[src/rtl/kcl_pkg.sv]
// ----------------------------------------------------------------------------
// Keypad code entry lock: package
// Types, codes and helper functions shared by the lock modules.
// ----------------------------------------------------------------------------
package kcl_pkg;

    localparam int CODE_LENGTH = 8;
    localparam int IDX_W       = (CODE_LENGTH > 1) ? $clog2(CODE_LENGTH) : 1;
    localparam int COUNT_W     = 4;
    localparam int KEY_W       = 4;
    localparam int IDLE_W      = 10;
    localparam int CODE_W      = 32;
    localparam int NIB_COUNT   = CODE_W / KEY_W;
    localparam int CFG_IDX_W   = 1;

    localparam logic [CODE_W-1:0] STORED_CODE_RST = 32'hFFFF_FFFF;
    localparam logic [IDLE_W-1:0] IDLE_LIMIT_RST  = 10'd150;

    localparam logic [KEY_W-1:0] KEY_DIGIT_MAX = 4'd9;
    localparam logic [KEY_W-1:0] KEY_CANCEL    = 4'd12;
    localparam logic [KEY_W-1:0] KEY_ERASE     = 4'd13;
    localparam logic [KEY_W-1:0] KEY_HASH      = 4'd15;

    typedef enum logic {
        CMD_KEY  = 1'b0,
        CMD_TICK = 1'b1
    } t_cmd;

    typedef enum logic [CFG_IDX_W-1:0] {
        CFG_STORED_CODE = 1'b0,
        CFG_IDLE_LIMIT  = 1'b1
    } t_cfg_reg;

    typedef enum logic [2:0] {
        ST_PROGRESS = 3'd0,
        ST_IGNORED  = 3'd1,
        ST_CANCEL   = 3'd2,
        ST_TIMEOUT  = 3'd3,
        ST_MATCH    = 3'd4,
        ST_MISMATCH = 3'd5
    } t_status;

    typedef struct packed {
        logic [CODE_W-1:0] stored_code;
        logic [IDLE_W-1:0] idle_limit;
    } t_cfg;

    typedef struct packed {
        t_status            status;
        logic [COUNT_W-1:0] entered_count;
    } t_result;

    // nibble expected at a code position; positions past the stored word read as hash
    function automatic logic [KEY_W-1:0] code_nibble(input logic [CODE_W-1:0] code,
                                                     input int unsigned pos);
        logic [KEY_W-1:0] nib;
        nib = KEY_HASH;
        if (pos < NIB_COUNT) begin
            nib = code[(NIB_COUNT - 1 - pos) * KEY_W +: KEY_W];
        end
        return nib;
    endfunction

endpackage

[src/rtl/kcl_cfg.sv]
// ----------------------------------------------------------------------------
// Keypad code entry lock: configuration registers
// Holds the stored code and the idle limit, written through the plain port.
// ----------------------------------------------------------------------------
module kcl_cfg (
    input  logic                          i_clk,
    input  logic                          i_rst_n,
    input  logic                          i_cfg_we,
    input  logic [kcl_pkg::CFG_IDX_W-1:0] i_cfg_idx,
    input  logic [kcl_pkg::CODE_W-1:0]    i_cfg_data,
    output kcl_pkg::t_cfg                 o_cfg
);

    logic [kcl_pkg::CODE_W-1:0] r_stored_code;
    logic [kcl_pkg::IDLE_W-1:0] r_idle_limit;

    always_ff @(posedge i_clk) begin
        if (!i_rst_n) begin
            r_stored_code <= kcl_pkg::STORED_CODE_RST;
            r_idle_limit  <= kcl_pkg::IDLE_LIMIT_RST;
        end else if (i_cfg_we) begin
            case (kcl_pkg::t_cfg_reg'(i_cfg_idx))
                kcl_pkg::CFG_STORED_CODE: begin
                    r_stored_code <= i_cfg_data;
                end
                kcl_pkg::CFG_IDLE_LIMIT: begin
                    r_idle_limit <= i_cfg_data[kcl_pkg::IDLE_W-1:0];
                end
                default: begin
                end
            endcase
        end
    end

    assign o_cfg.stored_code = r_stored_code;
    assign o_cfg.idle_limit  = r_idle_limit;

endmodule

[src/rtl/kcl_core.sv]
// ----------------------------------------------------------------------------
// Keypad code entry lock: session core
// Code buffer, entry index and idle counter; one key or tick per transaction.
// ----------------------------------------------------------------------------
module kcl_core (
    input  logic                      i_clk,
    input  logic                      i_rst_n,
    input  kcl_pkg::t_cfg             i_cfg,
    input  logic                      i_accept,
    input  logic                      i_cmd,
    input  logic [kcl_pkg::KEY_W-1:0] i_key,
    output kcl_pkg::t_result          o_result
);

    localparam logic [kcl_pkg::IDX_W-1:0] LAST_IDX = kcl_pkg::IDX_W'(kcl_pkg::CODE_LENGTH - 1);

    logic [kcl_pkg::KEY_W-1:0]  r_code_buf [kcl_pkg::CODE_LENGTH];
    logic [kcl_pkg::IDX_W-1:0]  r_entry_idx;
    logic [kcl_pkg::IDLE_W-1:0] r_idle_cnt;

    logic [kcl_pkg::IDX_W-1:0]  n_entry_idx;
    logic [kcl_pkg::IDLE_W-1:0] n_idle_cnt;
    logic [kcl_pkg::IDLE_W:0]   idle_inc;
    logic                       is_entry;
    logic                       buf_we;
    logic                       code_ok;
    logic [kcl_pkg::KEY_W-1:0]  cmp_nib;
    kcl_pkg::t_status           status;

    assign is_entry = (i_key <= kcl_pkg::KEY_DIGIT_MAX) || (i_key == kcl_pkg::KEY_HASH);
    assign idle_inc = {1'b0, r_idle_cnt} + (kcl_pkg::IDLE_W + 1)'(1);

    // the final entry joins the compare straight from the key
    always_comb begin
        code_ok = 1'b1;
        cmp_nib = '0;
        for (int i = 0; i < kcl_pkg::CODE_LENGTH; i++) begin
            cmp_nib = (i == kcl_pkg::CODE_LENGTH - 1) ? i_key : r_code_buf[i];
            if (cmp_nib != kcl_pkg::code_nibble(i_cfg.stored_code, i)) begin
                code_ok = 1'b0;
            end
        end
    end

    always_comb begin
        n_entry_idx = r_entry_idx;
        n_idle_cnt  = r_idle_cnt;
        buf_we      = 1'b0;
        status      = kcl_pkg::ST_PROGRESS;
        if (kcl_pkg::t_cmd'(i_cmd) == kcl_pkg::CMD_TICK) begin
            if (idle_inc > {1'b0, i_cfg.idle_limit}) begin
                n_entry_idx = '0;
                n_idle_cnt  = '0;
                status      = kcl_pkg::ST_TIMEOUT;
            end else begin
                n_idle_cnt = idle_inc[kcl_pkg::IDLE_W-1:0];
            end
        end else if (is_entry) begin
            n_idle_cnt = '0;
            buf_we     = 1'b1;
            if (r_entry_idx == LAST_IDX) begin
                n_entry_idx = '0;
                status      = code_ok ? kcl_pkg::ST_MATCH : kcl_pkg::ST_MISMATCH;
            end else begin
                n_entry_idx = r_entry_idx + kcl_pkg::IDX_W'(1);
            end
        end else if (i_key == kcl_pkg::KEY_ERASE) begin
            n_idle_cnt = '0;
            // erase at the first position leaves the index alone
            if (r_entry_idx != '0) begin
                n_entry_idx = r_entry_idx - kcl_pkg::IDX_W'(1);
            end
        end else if (i_key == kcl_pkg::KEY_CANCEL) begin
            n_entry_idx = '0;
            n_idle_cnt  = '0;
            status      = kcl_pkg::ST_CANCEL;
        end else begin
            status = kcl_pkg::ST_IGNORED;
        end
    end

    always_ff @(posedge i_clk) begin
        if (!i_rst_n) begin
            r_entry_idx <= '0;
            r_idle_cnt  <= '0;
        end else if (i_accept) begin
            r_entry_idx <= n_entry_idx;
            r_idle_cnt  <= n_idle_cnt;
        end
    end

    always_ff @(posedge i_clk) begin
        if (i_accept && buf_we) begin
            r_code_buf[r_entry_idx] <= i_key;
        end
    end

    assign o_result.status        = status;
    assign o_result.entered_count = kcl_pkg::COUNT_W'(n_entry_idx);

endmodule

[src/rtl/kcl_out.sv]
// ----------------------------------------------------------------------------
// Keypad code entry lock: result register
// Holds one result until the downstream side takes it.
// ----------------------------------------------------------------------------
module kcl_out (
    input  logic             i_clk,
    input  logic             i_rst_n,
    input  logic             i_load,
    input  kcl_pkg::t_result i_result,
    input  logic             i_ready,
    output logic             o_valid,
    output kcl_pkg::t_result o_result,
    output logic             o_space
);

    logic             r_valid;
    kcl_pkg::t_result r_result;

    // accept when empty or when the held result leaves this cycle
    assign o_space = !r_valid || i_ready;

    always_ff @(posedge i_clk) begin
        if (!i_rst_n) begin
            r_valid <= 1'b0;
        end else if (i_load) begin
            r_valid <= 1'b1;
        end else if (i_ready) begin
            r_valid <= 1'b0;
        end
    end

    always_ff @(posedge i_clk) begin
        if (i_load) begin
            r_result <= i_result;
        end
    end

    assign o_valid  = r_valid;
    assign o_result = r_result;

endmodule

[src/rtl/keypad_code_entry_lock.sv]
// ----------------------------------------------------------------------------
// Keypad code entry lock
// Collects keypad entries and time ticks, reports cancel, timeout and the
// outcome of the code compare once the buffer is full.
// ----------------------------------------------------------------------------
// Channel   Direction  Content
// s_axis    in         tuser: cmd [0]; tdata: key_code [3:0], zero [7:4]
// m_axis    out        tdata: status [2:0], entered_count [6:3], zero [7]
// i_cfg     in         idx 0 stored_code (32 bits), idx 1 idle_limit (10 bits)
//
// One transaction per cycle while s_axis_tready is high; each result appears
// in the cycle after its input is accepted, from the single result register.
// s_axis_tready stays high while the register is empty or being emptied.
// Synchronous active-low reset clears the session and restores the registers.
// ----------------------------------------------------------------------------
module keypad_code_entry_lock (
    input  logic                          i_clk,
    input  logic                          i_rst_n,
    input  logic                          i_cfg_we,
    input  logic [kcl_pkg::CFG_IDX_W-1:0] i_cfg_idx,
    input  logic [kcl_pkg::CODE_W-1:0]    i_cfg_data,
    input  logic                          s_axis_tvalid,
    output logic                          s_axis_tready,
    input  logic [7:0]                    s_axis_tdata,  // key_code [3:0], zero [7:4]
    input  logic                          s_axis_tuser,  // cmd [0]
    output logic                          m_axis_tvalid,
    input  logic                          m_axis_tready,
    output logic [7:0]                    m_axis_tdata   // status [2:0], count [6:3], zero [7]
);

    kcl_pkg::t_cfg    cfg;
    kcl_pkg::t_result core_result;
    kcl_pkg::t_result out_result;
    logic             in_accept;
    logic             out_space;

    assign in_accept     = s_axis_tvalid && out_space;
    assign s_axis_tready = out_space;

    kcl_cfg u_cfg (
        .i_clk      (i_clk),
        .i_rst_n    (i_rst_n),
        .i_cfg_we   (i_cfg_we),
        .i_cfg_idx  (i_cfg_idx),
        .i_cfg_data (i_cfg_data),
        .o_cfg      (cfg)
    );

    kcl_core u_core (
        .i_clk    (i_clk),
        .i_rst_n  (i_rst_n),
        .i_cfg    (cfg),
        .i_accept (in_accept),
        .i_cmd    (s_axis_tuser),
        .i_key    (s_axis_tdata[kcl_pkg::KEY_W-1:0]),
        .o_result (core_result)
    );

    kcl_out u_out (
        .i_clk    (i_clk),
        .i_rst_n  (i_rst_n),
        .i_load   (in_accept),
        .i_result (core_result),
        .i_ready  (m_axis_tready),
        .o_valid  (m_axis_tvalid),
        .o_result (out_result),
        .o_space  (out_space)
    );

    assign m_axis_tdata = {1'b0, out_result.entered_count, out_result.status};

endmodule

[config.mk]
export PLATFORM = sky130hd
export DESIGN_NAME = keypad_code_entry_lock
export DESIGN_NICKNAME = d
export VERILOG_FILES = /design/src/rtl/kcl_pkg.sv /design/src/rtl/kcl_cfg.sv /design/src/rtl/kcl_core.sv /design/src/rtl/kcl_out.sv /design/src/rtl/keypad_code_entry_lock.sv
export SDC_FILE = /design/constraint.sdc
export NUM_CORES = 1
export LEC_CHECK = 0
export BUFFER_PORTS_ARGS = -buffer_cell sky130_fd_sc_hd__buf_2
export CORE_ASPECT_RATIO = 2
export CORE_MARGIN = 3
export CORE_UTILIZATION = 30
export CTS_CLUSTER_DIAMETER = 60
export DETAILED_ROUTE_END_ITERATION = 6
export PLACE_DENSITY = 0.53
export SLEW_MARGIN = 30
export SYNTH_ARGS = -nofsm -noshare
export SYNTH_HDL_FRONTEND = slang
export SYNTH_HIERARCHICAL = 1
export SYNTH_SLANG_ARGS = --single-unit
export TNS_END_PERCENT = 10
[constraint.sdc]
create_clock -name i_clk -period 8.3 [get_ports i_clk]
set_input_delay 1.66 -clock i_clk [delete_from_list [all_inputs] [get_ports i_clk]]
set_output_delay 1.66 -clock i_clk [all_outputs]
set_load 0.01 [all_outputs]
# After elaboration in Yosys (flattened, before gate mapping)

Memories as Yosys holds them, arrays and structs flattened.
Cells that the tools add are included.

Register bits: 62
Latch bits: 0
Memory bits (writable): 32
ROM bits: 0
Output and inout bits: 10
Word-level logic and storage cells: 70
Memories kept: 1

Add/subtract/negate cells: 3
$mul: 0
Divide/modulo/power cells: 0
Order comparisons: 2
Eq/ne operators: 12
Shift-type cells: 0
Mux-type cells: 33
Bitwise operators: 1
Reduce and logical (&&, ||, !) cells: 11

Memories:

| name              | words | width | rd ports | clocked after memory_dff | write ports | RTL line       | text |
|---|---|---|---|---|---|---|---|
| u_core.r_code_buf | 8     | 4     | 7        | 0                        | 1           | kcl_core.sv:17 | `logic [kcl_pkg::KEY_W-1:0] r_code_buf [kcl_pkg::CODE_LENGTH];` |

Operator list:

| cell                                                               | number |
|---|---|
| 10-bit two-way mux                                                 | 5 |
| 3-bit two-way mux                                                  | 11 |
| 4-bit != test                                                      | 8 |
| 1-bit two-way mux                                                  | 15 |
| 4-bit equality test, second input constant                         | 3 |
| 10-bit by 1-bit adder with 11-bit output, second input constant    | 1 |
| 11-bit by 10-bit greater-than comparator with 1-bit output         | 1 |
| 2-bit AND reduction                                                | 3 |
| 4-bit less-or-equal comparator, second input constant              | 1 |
| 2-bit two-way mux                                                  | 2 |
| 4-bit nonzero test                                                 | 1 |
| 3-bit by 1-bit adder with 3-bit output, second input constant      | 1 |
| 3-bit equality test, second input constant                         | 1 |
| 3-bit nonzero test                                                 | 1 |
| 3-bit by 1-bit subtractor with 3-bit output, second input constant | 1 |
| 1-bit logical AND                                                  | 2 |
| 1-bit logical OR                                                   | 2 |
| 2-bit nonzero test                                                 | 1 |
| 1-bit logical NOT                                                  | 1 |
| 1-bit NOT                                                          | 1 |

# Depth between registers and ports, before layout

Gate-level depths: netlist of run 1.
An unclocked memory read counts as a cell.

Depth after elaboration: 14
Gate-level depth with buffers: 10
Gate-level depth less buffers: 10

# Cells and area by module

The synthesis of run 1 kept the hierarchy.

Modules (own cells, without submodules):

| module                 | times used | cells an instance | area an instance (um2) | seq. area each (um2) |
|---|---|---|---|---|
| kcl_core               | 1          | 232               | 2476.1                 | 1101.1 |
| kcl_cfg                | 1          | 189               | 1885.6                 | 840.8 |
| kcl_out                | 1          | 11                | 259.0                  | 230.2 |
| keypad_code_entry_lock | 1          | 3                 | 17.5                   | 0.0 |

# Worst setup path before layout of run 1

OpenSTA, ideal clock, no wires.

Path type: input to output
Start: in m_axis_tready
End: out s_axis_tready
Arrival: 1.799 ns
Setup slack: 4.841 ns
Stages: 1
Path through: nand2b_4

Cells in the longest elaborated chain, start to end: 1

Ends and longest elaborated chain:

| what               | RTL line                     | text |
|---|---|---|
| start: declaration | keypad_code_entry_lock.sv:27 | `input logic m_axis_tready,` |
| 1-bit logical OR   | kcl_out.sv:20                | `assign o_space = !r_valid \|\| i_ready;` |
| end: declaration   | keypad_code_entry_lock.sv:23 | `output logic s_axis_tready,` |

No other way between the ends.

# Worst setup path in the final report of run 1

Ends and elaborated chain as after synthesis.

==> results of run 1 <==
## synth_stat cells (6+ instances only)
cell type / instances / area (um2)
a21oi_1: 6 / 30.0
buf_2: 9 / 45.0
buf_6: 6 / 67.6
clkbuf_1: 6 / 22.5
dfxtp_1: 56 / 1120
edfxtp_1: 35 / 1050
ha_1: 15 / 188
inv_1: 49 / 184
nand2_1: 18 / 67.6
nand3_1: 17 / 85.1
nand3b_1: 34 / 255
nand4_1: 10 / 62.6
nor2_1: 11 / 41.3
nor3_1: 8 / 40.0
nor4_1: 9 / 56.3
o211ai_1: 6 / 45.0
o211ai_2: 30 / 375
o21ai_0: 6 / 30.0
o21ai_1: 6 / 30.0
xor2_1: 33 / 289
## path summary, 6_finish.rpt
kind / from / end / slack (ps) / depth (start not counted)
setup / recovery: m_axis_tready / s_axis_tready / 4610 / 3
hold / removal: u_cfg/r_idle_limit[6]$_SDFFE_PN0P_ / u_cfg/r_idle_limit[6]$_SDFFE_PN0P_ / 450 / 2
hold reg to reg: u_cfg/r_idle_limit[6]$_SDFFE_PN0P_ / u_cfg/r_idle_limit[6]$_SDFFE_PN0P_ / 450 / 2
setup reg to reg: u_core/r_idle_cnt[0]$_SDFFE_PN0P_ / u_out/o_result[0]$_DFFE_PP_ / 5040 / 10
## power by group through the flow
stage / clock, W / combinational, W / sequential [W]
2_1_floorplan: 0 / 0.0000711 / 0.000503
3_3_place_gp: 0 / 0.000101 / 0.000505
3_5_place_dp: 0 / 0.000105 / 0.000506
4_1_cts: 0.000406 / 0.000106 / 0.000496
5_1_grt: 0.000423 / 0.000116 / 0.000498
6_report: 0.000395 / 0.000104 / 0.000496
## routing by layer
layer / GRT usage / up-vias / share of wire
li1: - / 1635 / -
met1: 0.129 / 1588 / 0.35
met2: 0.265 / 58 / 0.58
met3: 0.0274 / 24 / 0.027
met4: 0.0729 / 0 / 0.039
met5: 0 / - / 0
## worst min-delay path: stages (launching register included)
cell     delay, ps
dfxtp_1        310
nand2_1         50
o21ai_1         50
## metrics by stage
stage / worst slack, ps / power [W] / utilization / hold WS [ps] / cells
after floorplan: 4840 / 0.000575 / - / 428 / 435
after global placement: 4590 / 0.000607 / 0.333 / 440 / 657
after detailed placement: 4610 / 0.000611 / 0.335 / 441 / 658
after CTS: 4610 / 0.00101 / 0.354 / 455 / 674
after global routing: 4600 / 0.00104 / 0.354 / 479 / 674
final: 4610 / 0.000995 / 0.354 / 452 / 674
## cell usage in the layout (no fill, tap or decap), types with 2 or more instances in the layout
master | Yosys | routed
a22o_1 | 5 | 5
inv_1 | 49 | 49
clkbuf_16 | 0 | 10
nor3_2 | 2 | 2
a32o_1 | 2 | 2
dfxtp_1 | 56 | 56
or3_1 | 3 | 3
ha_1 | 15 | 15
nor3b_1 | 2 | 2
nand4_1 | 10 | 10
nand3_1 | 17 | 17
nor2b_1 | 3 | 3
a221o_1 | 3 | 3
xnor2_1 | 5 | 5
buf_2 | 9 | 51
xor2_1 | 33 | 33
nor2_1 | 11 | 11
conb_1 | 2 | 2
o211ai_1 | 6 | 6
o211ai_2 | 30 | 30
nand3b_1 | 34 | 34
a21o_1 | 5 | 5
edfxtp_1 | 35 | 35
inv_4 | 0 | 2
nor3_1 | 8 | 8
and3_1 | 3 | 3
a21oi_1 | 6 | 6
and2_1 | 2 | 2
o21ai_1 | 6 | 6
nor4_1 | 9 | 9
nand2_1 | 18 | 18
o21ai_0 | 6 | 6
## layout make-up
| cell class | instances | area [um2] |
|---|---|---|
| fillers | 1534 | 9670 |
| flip-flops and latches | 91 | 2170 |
| multi-input cells | 270 | 2120 |
| repair buffers | 53 | 290 |
| clock buffers | 11 | 254 |
| well taps | 195 | 244 |
| inverters | 49 | 184 |
| clock inverters | 5 | 33.8 |
## flip-flops by register name, indices dropped and copies added (netlist names)
name / count
u_out/o_result: 7
u_cfg/r_stored_code: 32
u_core/r_idle_cnt: 10
u_out/o_valid: 1
u_core/r_entry_idx: 3
u_core/r_code_buf: 28
u_cfg/r_idle_limit: 10
## kinds of logic after synthesis
| family | Yosys count | share of synthesized area |
|---|---|---|
| buf+inv | 74 | 0.0736 |
| mux | 1 | 0.00243 |
| fa+ha+maj | 15 | 0.0405 |
| xor+xnor | 38 | 0.0718 |
| simple gates | 131 | 0.175 |
| other cells | 2 | 0.00162 |
| flops | 91 | 0.468 |
| compound gates | 83 | 0.167 |
==> results.toml, run 1 <==
[final_layout]
final_nets = 536
syn2layout_area_growth_pct = 14.3
fin_area_um2 = 5300
drive_gt1_frac = 0.225
num_antenna_cells = 0

[global_routing]
grt_usage = 0.137
grt-ovfl-total = 0
grt_max_degree = 56
grt_pass1_vias = 3458
grt_first_pass_wirelength_mm = 17.8
antenna_found_initial = 0

[worst_setup_path]
worstPathArrival_ps = 2030
crit_chain = "buf_2 > nand2b_4 > buf_2"
cp_top_family = "buffers and inverters"
cp_slowest_cell = "buf_2"
crit_path_end_kind = "primary output"
start_kind = "input port"
path_buf_inv = 2
critPathMaxFanout = 3
cpPeakStageDelay_ps = 140
critical_path_class = "input port to primary output"
timing.critical_path.required_ps = 6640
cp_common_cell = "buf_2"

[clock_tree]
cts_tree = "built"
clk_pin_slew_ps = 60
cts_hold_buffers = 0
post_cts_resized = 0
clockBufferDepth = 2
htree_levels = 3
postCtsSetupRepairBufs = 0
cts_sinks = 91
clock-root-buffer = "clkbuf_16"
worstSkewPairLatency_ps = 340
numCtsBuffers = 9

[yosys]
ys_seq_area_frac = 0.468
synth_area_per_cell_um2 = 10.7
yosys_warnings = 6
synth_edf_count = 35
synthesis.nets = 497
synth_seq_cells = 91
async_flop_share = 0
synthFlopType = "dfxtp_1"
syn_inst = 435
syn-cell-area_um2 = 4640
ys_types = 58

[drt]
drt.antenna.violating_nets = 0
drtIter0Drc = 114
wire_per_inst_um = 16.5
wirelength_mm = 11.1
vias_per_cell = 4.90
detailedRoute.firstPassIterationCount = 4
vias = 3305
drc = 0

[floorplan]
fp.dieH_um = 182
dieWidth_um = 93.9
io_pins = 57
start_util = 0.310
die_area_um2 = 17100
core_area_um2 = 15000
num_rows = 63

[pwr]
powerDensity_nw_per_um2 = 188
combPwrFrac = 0.104
leakage_nw = 2.18
clockPowerShare = 0.397
switching_share = 0.249
p_int_w = 0.000747
power.switching_w = 0.000247
peakVddDrop_mv = 0.0897
seqPwrFrac = 0.498

[sta]
rsz0062_at_grt = "false"
hold_viol_final = 0
finalSetupTns_ps = 0
max_clock_freq_ghz = 0.271
clock_skew_ps = 5.51
slew_violations = 0
slew_headroom = 0.437
timing.final.crit_share = 0.445
setup_violations = 0
period_needed_ps = 3690
worst_slew_pin_slew_ps = 844

[flow_run]
cap_violations = 0

[placed_design]
gp_congestion = 0.873
place_area_um2 = 5010
port_buffers = 51
hpwl_mm = 8.27

[hold_path]
hold_path_class = "flop to flop"

[run_status]
status = "complete, no violations"
No activity file was read; power rests on OpenSTA's default activity.
==> inputs of run 2 (changes only) <==
Settings changed: PLACE_DENSITY 0.53 to 0.54.
Clock period 8.3 ns to 3.1 ns, I/O delays scaled along.
==> run 2 against run 1 <==
Against the previous run:
- die area unchanged
- non-clock buffer count up 10
- sequential power rose to 2.7 times the previous value
- global-route usage down 0.082 points
- sequential share of layout area down 0.77 points
- critical path depth up 9
- worst setup slack worse by 4500 ps
- worst hold slack better by 2.7 ps
- clock skew up 3.7 ps
- utilization up 0.68 points
- cell area up 1.9%
- critical path type is now flop to flop
- critical endpoint is now u_core/r_idle_cnt[5]$_SDFFE_PN0P_
==> results.toml, run 2 (synthesized netlist as in run 1, its figures left out) <==
[clock_tree]
clockBufferDepth = 2
worstSkewPairLatency_ps = 340
clock-root-buffer = "clkbuf_16"
clk_pin_slew_ps = 70
postCtsSetupRepairBufs = 0
numCtsBuffers = 9
cts_hold_buffers = 0
cts_sinks = 91
htree_levels = 3
cts_tree = "built"

[worst_setup_path]
worstReg2RegEnd = "u_core/r_idle_cnt[5]$_SDFFE_PN0P_"
worstPathArrival_ps = 3170
start_kind = "flop"
crit_path_start = "u_core/r_idle_cnt[3]$_SDFFE_PN0P_"
crit-reg2reg-launch = "u_core/r_idle_cnt[3]$_SDFFE_PN0P_"
critPathMaxFanout = 5
critical_path_class = "flop to flop"
rrSetupSlack_ps = 150
crit_path_end_kind = "flop"
timing.critical_path.required_ps = 3320
reg2reg_depth = 12

[final_layout]
final_nets = 546
fin_area_um2 = 5400
final_common_cell = "dfxtp_1"
top_register = "u_cfg/r_stored_code"
largest_reg_flops = 32
drive_gt1_frac = 0.249
num_antenna_cells = 0
syn2layout_area_growth_pct = 16.5
top_regs = "u_cfg/r_stored_code: 32 flops, u_core/r_code_buf: 28 flops"
layout_common_cells = "dfxtp_1 (56), buf_2 (51), inv_1 (49), edfxtp_1 (35), nand3b_1 (34)"
fillers = 1554

[sta]
timing.final.crit_share = 0.950
slew_violations = 0
clock_skew_ps = 9.25
rsz0062_at_grt = "false"
slew_headroom = 0.441
hold_viol_final = 0
period_needed_ps = 2950
max_clock_freq_ghz = 0.340
worst_slew_pin_slew_ps = 839
setup_violations = 0
finalSetupTns_ps = 0

[global_routing]
grt_max_degree = 44
grt-ovfl-total = 0
grt_usage = 0.136
grt_pass1_vias = 3392
grt_first_pass_wirelength_mm = 17.8
antenna_found_initial = 0

[drt]
detailedRoute.firstPassIterationCount = 4
wire_per_inst_um = 16.4
vias_per_cell = 4.87
drt.antenna.violating_nets = 0
vias = 3328
drtIter0Drc = 189
wirelength_mm = 11.2
drc = 0

[floorplan]
fp.dieH_um = 182
io_pins = 57
die_area_um2 = 17100
core_area_um2 = 15000
start_util = 0.310
dieWidth_um = 93.9
num_rows = 63

[hold_path]
hold_path_end = "u_cfg/r_idle_limit[6]$_SDFFE_PN0P_"
hold_path_class = "flop to flop"
whs_path_depth = 2
hp-start = "u_cfg/r_idle_limit[6]$_SDFFE_PN0P_"

[pwr]
powerDensity_nw_per_um2 = 501
leakage_nw = 2.24
peakVddDrop_mv = 0.328

[placed_design]
hpwl_mm = 8.64
place_area_um2 = 5090
gp_congestion = 0.922
port_buffers = 51

[run_status]
status = "complete, no violations"

[flow_run]
cap_violations = 0
-- run 2: critical path: stages (launching register included) --
cell and delay (ps):
dfxtp_1 430, and3_1 240, nand3_1 150, or3_1 370, nand2_1 90, ha_1 250, nand3_1 180, nor3_2 70
buf_4 160, a211oi_4 350, buf_4 220, nor3_1 50, a221o_1 260
-- run 2: how the worst max path moves through the flow --
stage | to | slack [ps] | depth (start not counted)
after global placement | u_out/o_result[0]$_DFFE_PP_ | 230 | 11
after CTS | u_out/o_result[0]$_DFFE_PP_ | 170 | 11
after detailed placement | u_out/o_result[0]$_DFFE_PP_ | 190 | 11
after floorplan | u_out/o_result[0]$_DFFE_PP_ | 500 | 10
after global routing | u_core/r_idle_cnt[4]$_SDFFE_PN0P_ | 5 | 12
final | u_core/r_idle_cnt[5]$_SDFFE_PN0P_ | 150 | 12
-- run 2: power breakdown --
| part | internal, W | total [W] | leakage (nW) | switching (W) |
|---|---|---|---|---|
| sequential | 0.00129 | 0.00133 | 0.784 | 0.0000334 |
| combinational | 0.000119 | 0.000285 | 1.31 | 0.000166 |
| clock | 0.000622 | 0.00110 | 0.144 | 0.000477 |
-- run 2: layer usage --
metal	track usage	part of all wire	vias up
met5	0	0	-
met4	0.0544	0.023	0
met3	0.0207	0.027	14
met2	0.273	0.60	43
met1	0.131	0.35	1615
li1	-	-	1656
-- run 2: stage by stage --
stage | hold slack [ps] | util | power [W] | cells | setup WS (ps)
after CTS | 457 | 0.360 | 0.00275 | 684 | 169
final | 455 | 0.361 | 0.00271 | 684 | 155
after global placement | 440 | 0.338 | 0.00163 | 667 | 230
after detailed placement | 447 | 0.340 | 0.00164 | 668 | 194
after global routing | 477 | 0.361 | 0.00282 | 684 | 4.59
after floorplan | 428 | - | 0.00154 | 435 | 502
-- run 2: layout make-up --
type | count | area [um2] | share of cell area
Clock buffer | 11 | 264 | 0.0489
Clock inverter | 5 | 41.3 | 0.00764
Timing Repair Buffer | 63 | 365 | 0.0676
Inverter | 49 | 184 | 0.0340
Multi-Input combinational cell | 270 | 2130 | 0.395
Tap cell | 195 | 244 | 0.0451
Sequential cell | 91 | 2170 | 0.402
-- run 2: repair_timing --
action / 4_1_cts / 5_1_grt
endpoints found under the hold margin: 0 / 0
setup endpoints to repair: 0 / 10
resized for setup: 0 / 3
